File: src/rtl/core/lkst_pkg.sv
// ----------------------------------------------------------------------------
// LRU key-to-slot table package
// Field widths, request kinds, default sizes and the cell control word.
// ----------------------------------------------------------------------------
package lkst_pkg;

   // Widths of the channel fields.
   localparam int KIND_W = 2;
   localparam int KEY_W  = 16;
   localparam int SLOT_W = 5;

   // Default table dimensions.
   localparam int DEF_SLOTS    = 32;
   localparam int DEF_KEY_BITS = 16;

   // Request kinds.
   localparam logic [KIND_W-1:0] KIND_CHECK   = 2'd0;
   localparam logic [KIND_W-1:0] KIND_CONFIRM = 2'd1;
   localparam logic [KIND_W-1:0] KIND_PEEK    = 2'd2;

   // Control handed from the sequencer to each cell of the chain.
   typedef struct packed {
      logic shift;     // take the entry of the next more recent cell
      logic set_conf;  // set this cell's confirmed mark
   } lkst_cell_ctrl_type;

endpackage

File: src/rtl/core/lkst_if.sv
// ----------------------------------------------------------------------------
// LRU key-to-slot table channels
// Request and response channels, each with valid, ready and the word fields.
// ----------------------------------------------------------------------------
interface lkst_req_if import lkst_pkg::*; ();
   logic              valid;
   logic              ready;
   logic [KIND_W-1:0] kind;
   logic [KEY_W-1:0]  key;
   logic [SLOT_W-1:0] slot_in;

   modport source (output valid, kind, key, slot_in, input ready);
   modport sink   (input valid, kind, key, slot_in, output ready);
endinterface

interface lkst_rsp_if import lkst_pkg::*; ();
   logic              valid;
   logic              ready;
   logic [SLOT_W-1:0] slot;
   logic              hit;
   logic              confirmed;
   logic              new_mapping;

   modport source (output valid, slot, hit, confirmed, new_mapping, input ready);
   modport sink   (input valid, slot, hit, confirmed, new_mapping, output ready);
endinterface

File: src/rtl/core/lkst_cell.sv
// ----------------------------------------------------------------------------
// LRU key-to-slot table cell
// One recency position: holds a slot number with its key, valid bit and
// confirmed mark, compares them against the request and can take over the
// entry of its more recent neighbour.
// ----------------------------------------------------------------------------
module lkst_cell
   import lkst_pkg::*;
#(
   parameter int ID_W  = 5,
   parameter int KW    = 16,
   parameter int IDW   = 5,
   parameter int POS   = 0
) (
   input  logic               clock,
   input  logic               reset,
   input  lkst_cell_ctrl_type ctrl,
   input  logic [KW-1:0]      cmp_key,
   input  logic [IDW-1:0]     cmp_id,
   input  logic [ID_W-1:0]    nxt_id,
   input  logic [KW-1:0]      nxt_key,
   input  logic               nxt_valid,
   input  logic               nxt_conf,
   output logic [ID_W-1:0]    cur_id,
   output logic [KW-1:0]      cur_key,
   output logic               cur_valid,
   output logic               cur_conf,
   output logic               key_match,
   output logic               id_match
);

   logic [ID_W-1:0] id_ff,    id_in;
   logic [KW-1:0]   key_ff,   key_in;
   logic            valid_ff, valid_in;
   logic            conf_ff,  conf_in;

   // A shift takes the neighbour's entry; a confirm only sets the mark.
   always_comb begin
      id_in    = id_ff;
      key_in   = key_ff;
      valid_in = valid_ff;
      conf_in  = conf_ff;
      if (ctrl.shift) begin
         id_in    = nxt_id;
         key_in   = nxt_key;
         valid_in = nxt_valid;
         conf_in  = nxt_conf;
      end else if (ctrl.set_conf) begin
         conf_in = 1'b1;
      end
   end

   // Reset leaves the slots in order from least to most recent.
   always_ff @(posedge clock) begin
      if (reset) begin
         id_ff    <= ID_W'(POS);
         key_ff   <= '0;
         valid_ff <= 1'b0;
         conf_ff  <= 1'b0;
      end else begin
         id_ff    <= id_in;
         key_ff   <= key_in;
         valid_ff <= valid_in;
         conf_ff  <= conf_in;
      end
   end

   // Compares against the request on the channel.
   assign key_match = valid_ff && (key_ff == cmp_key);
   assign id_match  = (IDW'(id_ff) == cmp_id);

   assign cur_id    = id_ff;
   assign cur_key   = key_ff;
   assign cur_valid = valid_ff;
   assign cur_conf  = conf_ff;

endmodule

File: src/rtl/core/lru_key_to_slot_table_top.sv
// ----------------------------------------------------------------------------
// LRU key-to-slot table
// Fully associative map of keys to slots with least-recently-used
// replacement, built as a chain of cells ordered by recency.
// ----------------------------------------------------------------------------
//
//   Channel  Direction  Word fields
//   req_     in         kind, key, slot_in
//   rsp_     out        slot, hit, confirmed, new_mapping
//
// For each word, every cell compares its key and slot number against the
// request in the cycle the word is accepted; in the update state that
// follows, a check shifts the chain by one position to move the used slot
// to the most recent end. Reset puts every cell into its reset state. A
// response that has not been taken holds the update state back; a new request
// is taken as soon as the previous update is done.
//
module lru_key_to_slot_table_top
   import lkst_pkg::*;
#(
   parameter int SLOTS    = DEF_SLOTS,
   parameter int KEY_BITS = DEF_KEY_BITS
) (
   input  logic      clock,
   input  logic      reset,
   lkst_req_if.sink  req_port,
   lkst_rsp_if.source rsp_port
);

   localparam int SW  = $clog2(SLOTS);
   localparam int KW  = (KEY_BITS < KEY_W) ? KEY_BITS : KEY_W;
   localparam int IDW = (SW > SLOT_W) ? SW : SLOT_W;

   typedef enum logic [1:0] {
      ST_IDLE   = 2'b01,
      ST_UPDATE = 2'b10
   } state_type;

   state_type state_ff, state_in;

   // Stored request.
   logic [KIND_W-1:0] kind_ff;
   logic [KW-1:0]     key_ff;
   logic [SLOT_W-1:0] sin_ff;
   logic [SLOTS-1:0]  mk_ff;
   logic [SLOTS-1:0]  mid_ff;

   // Cell views.
   logic [SW-1:0]      c_id    [SLOTS];
   logic [KW-1:0]      c_key   [SLOTS];
   logic               c_valid [SLOTS];
   logic               c_conf  [SLOTS];
   logic [SLOTS-1:0]   mk_c;
   logic [SLOTS-1:0]   mid_c;
   lkst_cell_ctrl_type ctrl    [SLOTS];

   // Entry moved into the most recent cell.
   logic [SW-1:0] top_id;
   logic [KW-1:0] top_key;
   logic          top_conf;

   // Response register.
   logic              rsp_valid_ff, rsp_valid_in;
   logic [SLOT_W-1:0] rsp_slot_ff;
   logic              rsp_hit_ff;
   logic              rsp_conf_ff;
   logic              rsp_new_ff;

   logic              accept;
   logic              out_free;
   logic              upd;
   logic              any_hit;
   logic [SLOTS-1:0]  sel;
   logic [SLOTS-1:0]  pre;
   logic [SW-1:0]     g_id;
   logic              g_conf;
   logic [IDW-1:0]    g_wide;
   logic              c_hit;
   logic              c_conf_r;
   logic [SLOT_W-1:0] r_slot;
   logic              r_hit;
   logic              r_conf;
   logic              r_new;

   assign accept   = req_port.valid && req_port.ready;
   assign out_free = !rsp_valid_ff || rsp_port.ready;
   assign upd      = (state_ff == ST_UPDATE) && out_free;

   assign req_port.ready = (state_ff == ST_IDLE);

   // Sequencer.
   always_comb begin
      state_in = state_ff;
      unique case (state_ff)
         ST_IDLE: begin
            if (accept) state_in = ST_UPDATE;
         end
         ST_UPDATE: begin
            if (out_free) state_in = ST_IDLE;
         end
         default: state_in = ST_IDLE;
      endcase
   end

   always_ff @(posedge clock) begin
      if (reset) state_ff <= ST_IDLE;
      else       state_ff <= state_in;
   end

   // Capture the request and the compare results of every cell.
   always_ff @(posedge clock) begin
      if (accept) begin
         kind_ff <= req_port.kind;
         key_ff  <= req_port.key[KW-1:0];
         sin_ff  <= req_port.slot_in;
         mk_ff   <= mk_c;
         mid_ff  <= mid_c;
      end
   end

   // Select the used cell: the hit, or the least recent cell on a check miss.
   always_comb begin
      any_hit = |mk_ff;
      if (kind_ff == KIND_CHECK && !any_hit) sel = SLOTS'(1);
      else                                   sel = mk_ff;
   end

   // Every cell at or above the used position shifts down by one.
   always_comb begin
      pre = sel;
      for (int d = 1; d < SLOTS; d = d * 2) begin
         pre = pre | (pre << d);
      end
   end

   // Gather the selected entry; at most one cell is selected.
   always_comb begin
      g_id   = '0;
      g_conf = 1'b0;
      for (int i = 0; i < SLOTS; i++) begin
         if (sel[i]) begin
            g_id   = g_id | c_id[i];
            g_conf = g_conf | c_conf[i];
         end
      end
      g_wide = IDW'(g_id);
   end

   // Confirm: the named slot must still hold the key.
   always_comb begin
      c_hit    = |(mid_ff & mk_ff);
      c_conf_r = 1'b0;
      for (int i = 0; i < SLOTS; i++) begin
         if (mid_ff[i]) c_conf_r = c_conf_r | c_conf[i] | mk_ff[i];
      end
   end

   assign top_id   = g_id;
   assign top_key  = key_ff;
   assign top_conf = any_hit && g_conf;

   // Cell control.
   always_comb begin
      for (int i = 0; i < SLOTS; i++) begin
         ctrl[i].shift    = upd && (kind_ff == KIND_CHECK) && pre[i];
         ctrl[i].set_conf = upd && (kind_ff == KIND_CONFIRM) && mid_ff[i] && mk_ff[i];
      end
   end

   // Chain of cells, least recent first.
   for (genvar i = 0; i < SLOTS; i++) begin : g_cell
      logic [SW-1:0] n_id;
      logic [KW-1:0] n_key;
      logic          n_valid;
      logic          n_conf;

      if (i == SLOTS - 1) begin : g_last
         assign n_id    = top_id;
         assign n_key   = top_key;
         assign n_valid = 1'b1;
         assign n_conf  = top_conf;
      end else begin : g_mid
         assign n_id    = c_id[i+1];
         assign n_key   = c_key[i+1];
         assign n_valid = c_valid[i+1];
         assign n_conf  = c_conf[i+1];
      end

      lkst_cell #(
         .ID_W (SW),
         .KW   (KW),
         .IDW  (IDW),
         .POS  (i)
      ) u_cell (
         .clock     (clock),
         .reset     (reset),
         .ctrl      (ctrl[i]),
         .cmp_key   (req_port.key[KW-1:0]),
         .cmp_id    (IDW'(req_port.slot_in)),
         .nxt_id    (n_id),
         .nxt_key   (n_key),
         .nxt_valid (n_valid),
         .nxt_conf  (n_conf),
         .cur_id    (c_id[i]),
         .cur_key   (c_key[i]),
         .cur_valid (c_valid[i]),
         .cur_conf  (c_conf[i]),
         .key_match (mk_c[i]),
         .id_match  (mid_c[i])
      );
   end

   // Response word for each kind of request.
   always_comb begin
      r_slot = '0;
      r_hit  = 1'b0;
      r_conf = 1'b0;
      r_new  = 1'b0;
      case (kind_ff)
         KIND_CHECK: begin
            r_slot = g_wide[SLOT_W-1:0];
            r_hit  = any_hit;
            r_conf = any_hit && g_conf;
            r_new  = !any_hit;
         end
         KIND_CONFIRM: begin
            r_slot = sin_ff;
            r_hit  = c_hit;
            r_conf = c_conf_r;
         end
         KIND_PEEK: begin
            if (any_hit) begin
               r_slot = g_wide[SLOT_W-1:0];
               r_hit  = 1'b1;
               r_conf = g_conf;
            end
         end
         default: begin
            r_slot = '0;
         end
      endcase
   end

   // Output register.
   always_comb begin
      rsp_valid_in = rsp_valid_ff;
      if (rsp_port.ready) rsp_valid_in = 1'b0;
      if (upd)            rsp_valid_in = 1'b1;
   end

   always_ff @(posedge clock) begin
      if (reset) rsp_valid_ff <= 1'b0;
      else       rsp_valid_ff <= rsp_valid_in;
   end

   always_ff @(posedge clock) begin
      if (upd) begin
         rsp_slot_ff <= r_slot;
         rsp_hit_ff  <= r_hit;
         rsp_conf_ff <= r_conf;
         rsp_new_ff  <= r_new;
      end
   end

   assign rsp_port.valid       = rsp_valid_ff;
   assign rsp_port.slot        = rsp_slot_ff;
   assign rsp_port.hit         = rsp_hit_ff;
   assign rsp_port.confirmed   = rsp_conf_ff;
   assign rsp_port.new_mapping = rsp_new_ff;

endmodule
File: src/flat_wrapper.sv
// flat-port wrapper written by rule: the top's interface ports become plain ports
module lru_key_to_slot_table_top_flat import lkst_pkg::*;
#(
   parameter int SLOTS    = DEF_SLOTS,
   parameter int KEY_BITS = DEF_KEY_BITS
)
  (clock, reset, req_port_valid, req_port_kind, req_port_key, req_port_slot_in, req_port_ready, rsp_port_valid, rsp_port_slot, rsp_port_hit, rsp_port_confirmed, rsp_port_new_mapping, rsp_port_ready);
  lkst_req_if req_port_i ();
  lkst_rsp_if rsp_port_i ();
  input  logic clock;
  input  logic reset;
  input wire logic [$bits(req_port_i.valid)-1:0] req_port_valid;
  input wire logic [$bits(req_port_i.kind)-1:0] req_port_kind;
  input wire logic [$bits(req_port_i.key)-1:0] req_port_key;
  input wire logic [$bits(req_port_i.slot_in)-1:0] req_port_slot_in;
  output wire logic [$bits(req_port_i.ready)-1:0] req_port_ready;
  output wire logic [$bits(rsp_port_i.valid)-1:0] rsp_port_valid;
  output wire logic [$bits(rsp_port_i.slot)-1:0] rsp_port_slot;
  output wire logic [$bits(rsp_port_i.hit)-1:0] rsp_port_hit;
  output wire logic [$bits(rsp_port_i.confirmed)-1:0] rsp_port_confirmed;
  output wire logic [$bits(rsp_port_i.new_mapping)-1:0] rsp_port_new_mapping;
  input wire logic [$bits(rsp_port_i.ready)-1:0] rsp_port_ready;
  assign req_port_i.valid = req_port_valid;
  assign req_port_i.kind = req_port_kind;
  assign req_port_i.key = req_port_key;
  assign req_port_i.slot_in = req_port_slot_in;
  assign req_port_ready = req_port_i.ready;
  assign rsp_port_valid = rsp_port_i.valid;
  assign rsp_port_slot = rsp_port_i.slot;
  assign rsp_port_hit = rsp_port_i.hit;
  assign rsp_port_confirmed = rsp_port_i.confirmed;
  assign rsp_port_new_mapping = rsp_port_i.new_mapping;
  assign rsp_port_i.ready = rsp_port_ready;
  lru_key_to_slot_table_top #(.SLOTS(SLOTS), .KEY_BITS(KEY_BITS)) u_core (.clock(clock), .reset(reset), .req_port(req_port_i), .rsp_port(rsp_port_i));
endmodule
File: config.mk
export PLATFORM = sky130hd
export DESIGN_NAME = lru_key_to_slot_table_top_flat
export DESIGN_NICKNAME = d
export VERILOG_FILES = /design/src/rtl/core/lkst_pkg.sv /design/src/rtl/core/lkst_if.sv /design/src/rtl/core/lkst_cell.sv /design/src/rtl/core/lru_key_to_slot_table_top.sv /design/src/flat_wrapper.sv
export SDC_FILE = /design/constraint.sdc
export NUM_CORES = 2
export LEC_CHECK = 0
export BUFFER_PORTS_ARGS = -buffer_cell sky130_fd_sc_hd__buf_2
export CORE_UTILIZATION = 40
export DETAILED_ROUTE_END_ITERATION = 10
export PLACE_DENSITY = 0.66
export SYNTH_ARGS = -nofsm -noshare
export SYNTH_HDL_FRONTEND = slang
export SYNTH_SLANG_ARGS = --single-unit
File: constraint.sdc
create_clock -name clock -period 3.49 [get_ports clock]
set_input_delay 0.698 -clock clock [delete_from_list [all_inputs] [get_ports clock]]
set_output_delay 0.698 -clock clock [all_outputs]
set_load 0.1 [all_outputs]
==> flow_summary.yaml <==
status:
  status: "finished clean"
synth:
  ys_warn_count: 0
  synthesis.area_sq_um: 40000
  synth.area.top_cells: "dfxtp_1 37%, mux2i_1 13%, xnor2_1 11%"
  ys.flop_type: "dfxtp_1"
  async_flop_share: 0
  syn_inst: 4184
  synth_nets: 4211
  ys_types: 81
  synth_top_cell_by_area: "dfxtp_1"
  yosys_register_bits: 834
  synth-seq-area-share: 0.441
  synth_top_area_share: 0.370
  synth_edf_count: 95
  avgSynthCellArea_sq_um: 9.56
worst_setup_path:
  path_buf_inv: 2
  cp_max_fo: 19
  cp_slowest_cell: "edfxtp_1"
  max_stage_delay_ps: 640
  r2r_slack_ps: 490
  cp.depth: 7
  r2r_end: "u_core.g_cell[28].u_cell.cur_key[7]$_SDFFE_PP0P_"
  required_ps: 4080
  reg2reg_from: "u_core.mk_ff[2]$_DFFE_PP_"
  crit_type: "reg -> reg"
  path_delay_family: "simple AND/OR/NAND/NOR gates"
  cp-start-kind: "register"
  cp_common_cell: "buf_4"
  path_cells: "nor3_2 > nand4_1 > buf_4 > nor4_2 > a31o_1 > buf_4 > mux2i_1"
  rr_worst_depth: 7
  cp_data_arrival_time_ps: 3590
  cp-end-kind: "register"
global_route:
  use_met1: 0.365
  grt_start_max_net_pins: 145
  grt_use_met3: 0.0415
  grt_overflow: 0
  antenna_found_initial: 2
  grt_use_total: 0.258
  top_usage_layer: "met2"
  grt_pass1_wl_um: 200000
  first_global_vias: 30600
  grtUsageMet2: 0.395
placement:
  port_buffers: 36
  dp_slack_ps: 580
  routabilityCongestion: 1.07
  hpwl_um: 96700
clock_tree:
  ctsResizeCount: 0
  cts_num_sinks: 834
  h-tree-depth: 3
  cts_setup_buffers: 0
  clk_pin_slew_worst_paths_ps: 60
  root_buffer: "clkbuf_16"
  hold_buffers: 0
  clock_tree.buffer_depth: 3
  cts_tree: "yes"
  cts_buffers: 90
  worstSkewPairLatency_ps: 670
sta:
  fin_ws_ps: 489
  fin_setup_tns_ps: 0
  period_minus_slack_ps: 3000
  post-route-period-util: 0.860
  grt_setup_unrepaired: "false"
  finalHoldViolations: 0
  final_max_slew_viol_count: 0
  finalSetupViolCount: 0
  max_freq_mhz: 333
  timing.slew.headroom: 0.405
  tightestPinTransition_ps: 884
  clock_skew_ps: 25.2
die:
  die-height_um: 318
  fp-row-count: 115
  start_util: 0.405
  dieArea_sq_um: 101000
  pin_count: 37
  core_sq_um: 98700
  die_w_um: 318
final_layout:
  nets: 4157
  fill_cells: 9289
  synthToLayoutAreaGrowth_pct: 12.8
  layout-drive-gt1-share: 0.106
  antenna_cells: 0
  layout_common_cells: "739 x dfxtp_1, 597 x nand2_1, 518 x mux2i_1, 480 x xnor2_1, 192 x xor2_1"
  final_common_cell: "dfxtp_1"
route:
  wirelength_um: 134000
  dr.pass1.iters: 5
  ant_nets: 0
  drt_iter0_drc: 3493
  wl_per_cell_um: 24.5
  vias_per_cell: 5.86
  post-route-drc-count: 0
  vias: 32100
flow_run:
  maxCapViolations: 0
worst_hold_path:
  min_path_type: "in -> reg"
  min_to: "u_core.kind_ff[1]$_DFFE_PP_"
  min_path_cells: 1
  hp-start: "req_port_kind[1]"
power:
  totalPowerFinal_uw: 21100
  peakVddDrop_mv: 0.297
  p_leak_uw: 0.0181
  p_per_area_nw_per_um2: 467
[routing by layer]
metal,wire (um),share of wire,up-vias
met5,16,0.00012,-
li1,-,-,14700
met1,60400,0.45,15900
met3,10200,0.076,244
met4,4910,0.037,2
met2,58600,0.44,1343
[registers in the layout, indices dropped and copies added, names as in the netlist, 2 cells and up]
register                        count
u_core.g_cell.u_cell.cur_key      512
u_core.g_cell.u_cell.cur_id       160
u_core.g_cell.u_cell.cur_conf      32
u_core.g_cell.u_cell.cur_valid     32
u_core.mid_ff                      32
u_core.mk_ff                       32
u_core.g_cell.n_key                16
u_core.rsp_port.slot                5
u_core.sin_ff                       5
u_core.kind_ff                      2
u_core.state_ff                     2
[kinds of logic (layout without fill, tap and decap cells)]
kind of cell	after synthesis	count (layout)	share of synthesized area
buffers and inverters	364	378	0.0389
flip-flops	834	834	0.441
AO/OA/AOI/OAI	541	541	0.0968
XOR/XNOR	672	672	0.147
AND/OR/NAND/NOR	1252	1252	0.145
multiplexers	521	521	0.131
[power breakdown]
group	internal (uW)	switching, uW	leakage [uW]	total (uW)
logic	473	939	0.00970	1410
clock network	5740	4010	0.00150	9750
registers	9780	113	0.00687	9890
[stage by stage]
| stage | instance area, sq um | hold slack (ps) | cells | util |
|---|---|---|---|---|
| 2_1_floorplan | 40000 | 445 | 4184 | - |
| 3_3_place_gp | 42100 | 462 | 5325 | 0.426 |
| 3_5_place_dp | 42100 | 473 | 5325 | 0.426 |
| 4_1_cts | 45100 | 195 | 5485 | 0.457 |
| 5_1_grt | 45100 | 205 | 5485 | 0.457 |
| 6_report | 45100 | 226 | 5485 | 0.457 |
[worst max path at each step]
stage / end / startpoint / slack, ps
final: u_core.g_cell[28].u_cell.cur_key[7]$_SDFFE_PP0P_ / u_core.mk_ff[2]$_DFFE_PP_ / 490
after global routing: u_core.g_cell[28].u_cell.cur_key[4]$_SDFFE_PP0P_ / u_core.mk_ff[2]$_DFFE_PP_ / 390
after CTS: u_core.g_cell[23].u_cell.cur_valid$_SDFFE_PP0P_ / u_core.mk_ff[26]$_DFFE_PP_ / 580
after detailed placement: u_core.mk_ff[15]$_DFFE_PP_ / req_port_key[0] / 580
after global placement: u_core.mk_ff[15]$_DFFE_PP_ / req_port_key[0] / 540
after floorplan: u_core.state_ff[0]$_SDFFE_PP1P_ / u_core.state_ff[0]$_SDFFE_PP1P_ / 570
[final cells by class]
| cell class | instances | area, sq um | share of cell area |
|---|---|---|---|
| clock buffers | 137 | 2800 | 0.0620 |
| clock inverters | 23 | 221 | 0.00491 |
| inverters | 15 | 63.8 | 0.00141 |
| multi-input cells | 2986 | 20800 | 0.462 |
| flip-flops and latches | 834 | 17600 | 0.391 |
| well taps | 1287 | 1610 | 0.0357 |
| repair buffers | 203 | 1930 | 0.0428 |
[worst reg2reg max path, cell delays in order (launching register included)]
cell      delay (ps)
edfxtp_1         640
nor3_2           550
nand4_1          140
buf_4            250
nor4_2           540
a31o_1           240
buf_4            330
mux2i_1          260
[cells in the mapped netlist (14+ instances only)]
library cell  number
a22o_1            20
a31o_2            48
nor4_1            67
a221oi_1          20
nor2_1           141
nand3_1          131
o211ai_1          21
edfxtp_1          95
nor3_1           107
mux2i_1          518
a21oi_1           93
o21ai_0           90
nand2_1          597
xor2_1           192
a211oi_1          34
clkbuf_1         218
a22oi_1           78
xnor2_1          480
dfxtp_1          739
buf_4             17
buf_1             49
nand4_1          137
buf_2             58
inv_1             14
a31oi_1           52
No activity file was read; power rests on OpenSTA's default activity.
